[src/sv/sphere_overlap_insert_check_top_macros.svh]
// Assertion helpers for the sphere overlap insert check block.
`ifndef SPHERE_OVERLAP_INSERT_CHECK_TOP_MACROS_SVH
`define SPHERE_OVERLAP_INSERT_CHECK_TOP_MACROS_SVH

// Same-cycle implication.
`define SOOC_ASSERT_NOW(name, clk, rst, ante, cons, msg) \
   name: assert property (@(posedge clk) disable iff (rst) (ante) |-> (cons)) \
      else $error(msg);

// Next-cycle implication.
`define SOOC_ASSERT_NEXT(name, clk, rst, ante, cons, msg) \
   name: assert property (@(posedge clk) disable iff (rst) (ante) |=> (cons)) \
      else $error(msg);

`endif

[src/sv/sooc_pkg.sv]
package sooc_pkg;

   localparam int MAX_SPHERES_DEFAULT = 256;
   localparam int COORD_W             = 20;
   localparam int RAD_W               = 16;
   localparam int DIFF_W              = COORD_W + 1;
   localparam int SQ_W                = 2 * DIFF_W;
   localparam int DSQ_W               = SQ_W + 2;
   localparam int RSUM_W              = RAD_W + 1;
   localparam int RSQ_W               = 2 * RSUM_W;
   localparam int STATUS_W            = 2;
   localparam int HELD_W              = 9;
   localparam int PIPE_DEPTH          = 3;

   localparam logic [STATUS_W-1:0] ST_ACCEPTED = 2'd0;
   localparam logic [STATUS_W-1:0] ST_OVERLAP  = 2'd1;
   localparam logic [STATUS_W-1:0] ST_FULL     = 2'd2;
   localparam logic [STATUS_W-1:0] ST_CLEARED  = 2'd3;

   localparam logic FUNC_INSERT = 1'b0;
   localparam logic FUNC_CLEAR  = 1'b1;

   typedef struct packed {
      logic                      func;
      logic signed [COORD_W-1:0] pos_x;
      logic signed [COORD_W-1:0] pos_y;
      logic signed [COORD_W-1:0] pos_z;
      logic        [RAD_W-1:0]   radius;
   } sooc_req_type;

   typedef struct packed {
      logic [STATUS_W-1:0] status;
      logic [HELD_W-1:0]   entries_held;
   } sooc_rsp_type;

   typedef struct packed {
      logic signed [COORD_W-1:0] x;
      logic signed [COORD_W-1:0] y;
      logic signed [COORD_W-1:0] z;
      logic        [RAD_W-1:0]   r;
   } sooc_entry_type;

   typedef struct packed {
      logic shift;
      logic load;
   } sooc_cell_ctl_type;

endpackage

[src/sv/sooc_cell.sv]
module sooc_cell (
   input  logic                        clock,
   input  sooc_pkg::sooc_cell_ctl_type ctl,
   input  sooc_pkg::sooc_entry_type    next_data,
   input  sooc_pkg::sooc_entry_type    load_data,
   output sooc_pkg::sooc_entry_type    data
);
   import sooc_pkg::*;

   sooc_entry_type entry_ff;
   sooc_entry_type entry_in;

   always_comb begin
      entry_in = entry_ff;
      if (ctl.load) begin
         entry_in = load_data;
      end else if (ctl.shift) begin
         entry_in = next_data;
      end
   end

   always_ff @(posedge clock) begin
      entry_ff <= entry_in;
   end

   assign data = entry_ff;

endmodule

[config.mk]
export PLATFORM = sky130hd
export DESIGN_NAME = sooc_cell
export DESIGN_NICKNAME = d
export VERILOG_FILES = /design/src/sv/sphere_overlap_insert_check_top_macros.svh /design/src/sv/sooc_pkg.sv /design/src/sv/sooc_cell.sv
export SDC_FILE = /design/constraint.sdc
export NUM_CORES = 1
export LEC_CHECK = 0
export ABC_AREA = 1
export BUFFER_PORTS_ARGS = -buffer_cell sky130_fd_sc_hd__buf_2
export CAP_MARGIN = 10
export CORE_MARGIN = 2
export CORE_UTILIZATION = 41
export DETAILED_ROUTE_END_ITERATION = 12
export PLACE_DENSITY = 0.91
export SLEW_MARGIN = 15
export SYNTH_ARGS = -nofsm -noshare
export SYNTH_HDL_FRONTEND = slang
export SYNTH_SLANG_ARGS = --single-unit
[constraint.sdc]
create_clock -name clock -period 2.5 [get_ports clock]
set_clock_uncertainty 0.05 [all_clocks]
set_input_delay 0.25 -clock clock [delete_from_list [all_inputs] [get_ports clock]]
set_output_delay 0.25 -clock clock [all_outputs]
set_load 0.01 [all_outputs]
==> results.tsv <==
metric	value	unit
drt_iter0_markers	94	
clock_tree.buffer_depth	2	
finalSetupTns	0	ns
ys_types	7	
grt_pass1_vias	2700	
largest_reg_flops	76	
p_seq_frac	0.559	
leakage	2.48	nW
fp.coreArea	0.00773	mm2
crit_start	ctl[0]	
maxCapViolations	0	
min_path_type	primary input to register	
period_needed	1.33	ns
post_cts_buffers	0	
peakVddDrop	0.283	mV
synthCells	323	
antenna_left	0	
fin_nets	706	
switching_share	0.254	
boundaryPins	231	
layout.cells.most_common	buf_2	
vias	3013	
first_pass_iters	4	
cp-end-kind	register	
cts_tree	built	
gp_congestion	0.831	
ys_ff_latch	76	
fmax	0.751	GHz
port_buffers	230	
area_growth	41.5	%
critPathArrivalTime	1.48	ns
worstMarginPinSlew	0.799	ns
status	complete, no violations	
grtUsageTotal	0.187	
tritoncts.num_buffers	9	
powerDensity	618	mW/mm2
clkTransAtPathRegs	0.07	ns
die_w	93.4	um
grt_pass1_wl	12200	um
viasPerCell	4.58	
cts.sinks	76	
mappedNetlistArea	0.00327	mm2
synth_area_per_cell	10.1	um2
multi_input_area	865	um2
fillCellCount	655	
combPwrFrac	0.174	
die_h	93.4	um
path_class	primary input to register	
worstPathRequired	2.65	ns
cts_root_buffer	clkbuf_8	
syn-num-nets	478	
yosys_warnings	0	
cts.repair.resized	0	
layout_common_cells	230 x buf_2, 228 x nand2_1, 76 x edfxtp_1, 9 x clkbuf_8, 4 x clkinv_2	
regArea	0.00228	mm2
clkPwrFrac	0.268	
rsz0062_at_grt	false	
intPower	0.00214	W
worst_hold_startpoint	next_data[9]	
finalHoldViolCount	0	
ys_seq_area_frac	0.697	
drc_errors	0	
wl	8470	um
crit_path_start_kind	primary input	
htreeDepth	3	
fin_crit_sh	0.532	
cts_hold_buf	0	
hpwl	6500	um
gr-total-overflow	0	
slew_headroom	0.466	
power.switching	0.000727	W
wire_per_inst	12.9	um
antennaDiodeCount	0	
finalMaxSlewViolations	0	
grt_max_degree	72	
drive_above_1_share	0.450	
grt_antenna_before_repair	0	
power	0.00286	W
dieArea	0.00871	mm2
setup_violations	0	
start_util	0.424	
rows	32	
critical_path_peak_fanout	51	
-- Yosys cell counts --
library cell  instances  area, um2
buf_4                 1       7.51
inv_2                 1       3.75
buf_6                 6       67.6
edfxtp_1             76       2280
nand2_1             228        856
or2_2                 1       6.26
buf_2                10       50.1
-- power groups by stage --
stage	sequential, W	combinational, W	clock (W)
4_1_cts	0.00160	0.000505	0.000795
5_1_grt	0.00161	0.000551	0.000848
3_3_place_gp	0.00162	0.000492	0
6_report	0.00160	0.000498	0.000766
3_5_place_dp	0.00163	0.000504	0
2_1_floorplan	0.00171	0.000142	0
-- path summary, 6_finish.rpt --
kind,slack (ns),to,depth (start not counted)
hold / removal,0.12,data[9],3
setup / recovery,1.17,data[50],5
-- critical path, cell delays in order --
cell	delay, ns
buf_2	0.16
inv_2	0.60
buf_4	0.32
nand2_1	0.07
nand2_1	0.07
-- layout make-up --
| class | count | area share |
|---|---|---|
| sequential | 76 | 0.493 |
| timing repair buffer | 234 | 0.258 |
| multi-input combinational | 229 | 0.187 |
| clock buffer | 10 | 0.0276 |
| tap | 102 | 0.0276 |
| clock inverter | 6 | 0.00675 |
| inverter | 1 | 0.000811 |
-- kinds of logic (layout without fill, tap and decap cells) --
kind of cell           Yosys count  after routing  synth area share
and+or+nand+nor                229            229             0.263
DFF                             76             76             0.697
buffers and inverters           18            251            0.0394
-- per-stage QoR --
step | instances | util | worst slack [ns] | instance area, um2 | hold WS [ns]
2_1_floorplan | 323 | - | 0.593 | 3270 | 0.379
3_3_place_gp | 642 | 0.579 | 0.872 | 4470 | 0.463
3_5_place_dp | 642 | 0.579 | 0.805 | 4470 | 0.467
4_1_cts | 658 | 0.599 | 1.16 | 4630 | 0.103
5_1_grt | 658 | 0.599 | 1.06 | 4630 | 0.108
6_report | 658 | 0.599 | 1.17 | 4630 | 0.121
-- metal layers --
layer / vias to the layer above / global-route usage / wire length [um]
li1: 1488 / - / -
met1: 1324 / 0.212 / 3150
met2: 184 / 0.320 / 4200
met3: 17 / 0.0637 / 911
met4: 0 / 0.0784 / 206
met5: - / 0 / 0
(Power assumes the default switching activity.)
