<file path="src/sv/sphere_overlap_insert_check_top_macros.svh">
// Assertion helpers for the sphere overlap insert check block.
`ifndef SPHERE_OVERLAP_INSERT_CHECK_TOP_MACROS_SVH
`define SPHERE_OVERLAP_INSERT_CHECK_TOP_MACROS_SVH

// Same-cycle implication.
`define SOOC_ASSERT_NOW(name, clk, rst, ante, cons, msg) \
   name: assert property (@(posedge clk) disable iff (rst) (ante) |-> (cons)) \
      else $error(msg);

// Next-cycle implication.
`define SOOC_ASSERT_NEXT(name, clk, rst, ante, cons, msg) \
   name: assert property (@(posedge clk) disable iff (rst) (ante) |=> (cons)) \
      else $error(msg);

`endif

</file>
<file path="src/sv/sooc_pkg.sv">
package sooc_pkg;

   localparam int MAX_SPHERES_DEFAULT = 256;
   localparam int COORD_W             = 20;
   localparam int RAD_W               = 16;
   localparam int DIFF_W              = COORD_W + 1;
   localparam int SQ_W                = 2 * DIFF_W;
   localparam int DSQ_W               = SQ_W + 2;
   localparam int RSUM_W              = RAD_W + 1;
   localparam int RSQ_W               = 2 * RSUM_W;
   localparam int STATUS_W            = 2;
   localparam int HELD_W              = 9;
   localparam int PIPE_DEPTH          = 3;

   localparam logic [STATUS_W-1:0] ST_ACCEPTED = 2'd0;
   localparam logic [STATUS_W-1:0] ST_OVERLAP  = 2'd1;
   localparam logic [STATUS_W-1:0] ST_FULL     = 2'd2;
   localparam logic [STATUS_W-1:0] ST_CLEARED  = 2'd3;

   localparam logic FUNC_INSERT = 1'b0;
   localparam logic FUNC_CLEAR  = 1'b1;

   typedef struct packed {
      logic                      func;
      logic signed [COORD_W-1:0] pos_x;
      logic signed [COORD_W-1:0] pos_y;
      logic signed [COORD_W-1:0] pos_z;
      logic        [RAD_W-1:0]   radius;
   } sooc_req_type;

   typedef struct packed {
      logic [STATUS_W-1:0] status;
      logic [HELD_W-1:0]   entries_held;
   } sooc_rsp_type;

   typedef struct packed {
      logic signed [COORD_W-1:0] x;
      logic signed [COORD_W-1:0] y;
      logic signed [COORD_W-1:0] z;
      logic        [RAD_W-1:0]   r;
   } sooc_entry_type;

   typedef struct packed {
      logic shift;
      logic load;
   } sooc_cell_ctl_type;

endpackage

</file>
<file path="src/sv/sooc_cmp.sv">
module sooc_cmp (
   input  logic                     clock,
   input  logic                     reset,
   input  logic                     valid,
   input  sooc_pkg::sooc_entry_type cand,
   input  sooc_pkg::sooc_entry_type stored,
   output logic                     hit
);
   import sooc_pkg::*;

   logic                     v1_ff, v2_ff, hit_ff;
   logic                     v1_in, v2_in, hit_in;
   logic signed [DIFF_W-1:0] dx_ff, dy_ff, dz_ff;
   logic signed [DIFF_W-1:0] dx_in, dy_in, dz_in;
   logic        [RSUM_W-1:0] rs_ff, rs_in;
   logic signed [SQ_W-1:0]   sqx_ff, sqy_ff, sqz_ff;
   logic signed [SQ_W-1:0]   sqx_in, sqy_in, sqz_in;
   logic        [RSQ_W-1:0]  rsq_ff, rsq_in;
   logic        [DSQ_W-1:0]  dsq;

   // stage 1: differences and radius sum
   always_comb begin
      v1_in = valid;
      dx_in = DIFF_W'(cand.x) - DIFF_W'(stored.x);
      dy_in = DIFF_W'(cand.y) - DIFF_W'(stored.y);
      dz_in = DIFF_W'(cand.z) - DIFF_W'(stored.z);
      rs_in = RSUM_W'(cand.r) + RSUM_W'(stored.r);
   end

   // stage 2: squares
   always_comb begin
      v2_in  = v1_ff;
      sqx_in = SQ_W'(dx_ff) * SQ_W'(dx_ff);
      sqy_in = SQ_W'(dy_ff) * SQ_W'(dy_ff);
      sqz_in = SQ_W'(dz_ff) * SQ_W'(dz_ff);
      rsq_in = RSQ_W'(rs_ff) * RSQ_W'(rs_ff);
   end

   // stage 3: distance sum and compare, touching counts as overlap
   always_comb begin
      dsq    = DSQ_W'($unsigned(sqx_ff)) + DSQ_W'($unsigned(sqy_ff))
             + DSQ_W'($unsigned(sqz_ff));
      hit_in = v2_ff && (dsq <= DSQ_W'(rsq_ff));
   end

   always_ff @(posedge clock) begin
      if (reset) begin
         v1_ff  <= 1'b0;
         v2_ff  <= 1'b0;
         hit_ff <= 1'b0;
      end else begin
         v1_ff  <= v1_in;
         v2_ff  <= v2_in;
         hit_ff <= hit_in;
      end
   end

   always_ff @(posedge clock) begin
      dx_ff  <= dx_in;
      dy_ff  <= dy_in;
      dz_ff  <= dz_in;
      rs_ff  <= rs_in;
      sqx_ff <= sqx_in;
      sqy_ff <= sqy_in;
      sqz_ff <= sqz_in;
      rsq_ff <= rsq_in;
   end

   assign hit = hit_ff;

endmodule

</file>
<file path="config.mk">
export PLATFORM = sky130hd
export DESIGN_NAME = sooc_cmp
export DESIGN_NICKNAME = d
export VERILOG_FILES = /design/src/sv/sphere_overlap_insert_check_top_macros.svh /design/src/sv/sooc_pkg.sv /design/src/sv/sooc_cmp.sv
export SDC_FILE = /design/constraint.sdc
export NUM_CORES = 2
export LEC_CHECK = 0
export BUFFER_PORTS_ARGS = -buffer_cell sky130_fd_sc_hd__buf_2
export CORE_ASPECT_RATIO = 1.75
export CORE_UTILIZATION = 45
export DETAILED_ROUTE_END_ITERATION = 8
export GPL_ROUTABILITY_DRIVEN = 1
export MAX_ROUTING_LAYER = met4
export PLACE_DENSITY_LB_ADDON = 0.1
export SYNTH_ARGS = -nofsm -noshare
export SYNTH_HDL_FRONTEND = slang
export SYNTH_SLANG_ARGS = --single-unit
</file>
<file path="constraint.sdc">
create_clock -name clock -period 15.6 [get_ports clock]
set_input_delay 1.56 -clock clock [delete_from_list [all_inputs] [get_ports clock]]
set_output_delay 1.56 -clock clock [all_outputs]
set_load 0.01 [all_outputs]
</file>
==> results_dict.tcl <==
set metrics [dict create \
    hold_buffers 0 \
    slew_headroom_pct 18.6 \
    final_util_pct 48.2 \
    antenna_found_initial 1 \
    drc 7 \
    yosysSeqAreaShare_pct 7.42 \
    worstMarginPinSlew_ps 1190 \
    startpoint "dx_ff[20]$_DFF_P_" \
    drive_gt1_share_pct 4.56 \
    synthArstFlopShare_pct 0 \
    layout.cells.most_common "inv_1" \
    netlist_area_um2 64500 \
    pre_cts_ws_ps 7330 \
    worstSkewPairLatency_ps 680 \
    area_growth_pct 6.20 \
    fillers 13900 \
    r2r-start "dx_ff[20]$_DFF_P_" \
    routabilityCongestion 0.928 \
    report.final.slew_viol_count 0 \
    wirelength_mm 164 \
    grt_use_total_pct 24.8 \
    min_path_type "flip-flop to flip-flop" \
    synth_edf_count 0 \
    setup_viol 0 \
    vias_per_cell 5.00 \
    status "finished, violations left" \
    crit_required_ps 16150 \
    synth.area.top_cells "fa_1, ha_1, inv_1" \
    dpl.hpwl_mm 141 \
    grt_pass1_vias 51500 \
    syn_avg_cell_area_um2 9.24 \
    cts_buffers 30 \
    fin_skew_ps 40.8 \
    cts-resized-gates 0 \
    ios 156 \
    grt_max_degree 27 \
    start_util_pct 45.4 \
    port_buffers 155 \
    detail_route.wl_per_cell_um 18.4 \
    post-cts-setup-buffer-count 0 \
    die_area_um2 145000 \
    core_area_um2 142000 \
    clkTransAtPathRegs_ps 80 \
    grt_pass1_wl_mm 268 \
    rsz0062_at_grt "false" \
    drv_cap 0 \
    synthCells 6981 \
    worst_setup_path_start_kind "flip-flop" \
    fin_tns_setup_ps 0 \
    hp-start "v1_ff$_SDFF_PP0_" \
    ys.flop_type "dfxtp_1" \
    critPathCaptureType "flip-flop" \
    root_buffer "clkbuf_16" \
    grt-ovfl-total 0 \
    synth_cell_types 81 \
    mostFrequentLayoutCells "inv_1, fa_1, ha_1, nand2_1, nor2_1" \
    fin_ws_ps 7350 \
    yosysWarnings 0 \
    num_rows 183 \
    clock_path_buffers 3 \
    cts.sinks 239 \
    drtIter0Drc 1555 \
    synth_top_area_share_pct 46.0 \
    finalHoldViolations 0 \
    period_share_pct 52.9 \
    arrival_ps 8800 \
    antenna_left 0 \
    critPathMaxFanout 24 \
    tritoncts "yes" \
    period_needed_ps 8250 \
    synth_seq_cells 239 \
    yosys.area.top_type "fa_1" \
    detail_route.first_pass.iterations 9 \
    die_x_um 288 \
    htree_levels 1 \
    violations "design-rule violations" \
    clock.fmax_ghz 0.121 \
    critPathKind "flip-flop to flip-flop" \
    final_net_count 9340 \
    routed-via-count 44700 \
    fp.dieH_um 503 \
]
-- synthesized netlist by cell type, drive strengths merged (13+ instances only) --
library cell and count:
nor2b 49, or2 22, ha 636, o21bai 38
xor2 72, fa 1481, a31o 13, nand2 596
a31oi 17, o21ai 133, nor3 51, o21a 34
nor2 266, dfxtp 239, nand3 37, inv 2067
xnor2 220, a21oi 215, nand4 29, o211ai 18
nand2b 38, a21o 120, and2 253, a211oi 17
and3 24, a21boi 19, clkbuf 154
-- kinds of logic after synthesis --
| group | after synthesis | share of synthesized area [%] |
|---|---|---|
| xor+xnor | 292 | 3.97 |
| other cells | 2 | 0.0116 |
| mux | 5 | 0.0854 |
| fa+ha+maj | 2117 | 58.3 |
| compound gates | 702 | 7.16 |
| flops | 239 | 7.42 |
| simple gates | 1395 | 10.1 |
| buf+inv | 2229 | 13.0 |
-- worst max-delay path, stage by stage (launching register included) --
cell      delay (ps)
dfxtp_1          910
clkinv_1         920
nor2_1           340
fa_1             450
inv_1             80
fa_1             400
inv_1             80
fa_1             420
fa_1             460
fa_1             370
inv_1             80
fa_1             430
fa_1             490
inv_1             40
ha_1             350
a21o_1           180
a21o_1           170
a21oi_1          160
nor2b_1           60
o21a_1           170
a311oi_1         360
a21boi_0         220
o21ai_1          350
nor3_1           130
o2111a_1         270
a211o_1          220
-- sequential cells by signal, summed over array words and instances, names as in the netlist --
| signal | count |
|---|---|
| v1_ff | 1 |
| dy_ff | 21 |
| dx_ff | 21 |
| rsq_ff | 33 |
| rs_ff | 17 |
| sqx_ff | 41 |
| hit | 1 |
| v2_ff | 1 |
| sqz_ff | 41 |
| sqy_ff | 41 |
| dz_ff | 21 |
-- through the flow --
stage / hold WS (ps) / cell area [µm²] / instances
after floorplan: 365 / 64500 / 6982
after global placement: 427 / 67400 / 8886
after detailed placement: 433 / 67400 / 8886
after CTS: 447 / 68500 / 8941
after global routing: 462 / 68500 / 8942
final: 449 / 68500 / 8942
-- layer usage --
metal | global-route usage [%] | routed length, µm
met4 | 11.6 | 9150
met3 | 1.34 | 3200
met2 | 49.5 | 96800
met1 | 23.7 | 55300
met5 | - | 0
-- worst paths after layout --
check,end,slack (ps),cells past startpoint
worst max-delay path,sqx_ff[40]$_DFF_P_,7350,25
worst min-delay path,v2_ff$_SDFF_PP0_,450,1
worst max register to register,sqx_ff[40]$_DFF_P_,7350,25
worst min register to register,v2_ff$_SDFF_PP0_,450,1
-- area by class of cell --
| cell class | instances | area [µm²] | share of cell area [%] |
|---|---|---|---|
| Multi-Input combinational cell | 4514 | 51300 | 75.0 |
| Inverter | 2070 | 7770 | 11.3 |
| Timing Repair Buffer | 213 | 1210 | 1.77 |
| Sequential cell | 239 | 4780 | 6.99 |
| Tap cell | 1850 | 2310 | 3.38 |
| Clock inverter | 21 | 267 | 0.389 |
| Clock buffer | 34 | 796 | 1.16 |
| Antenna cell | 1 | 2.50 | 0.00365 |
Power is not shown: default switching activity piles up to over one toggle a cycle in this logic, so the estimate is an artifact.
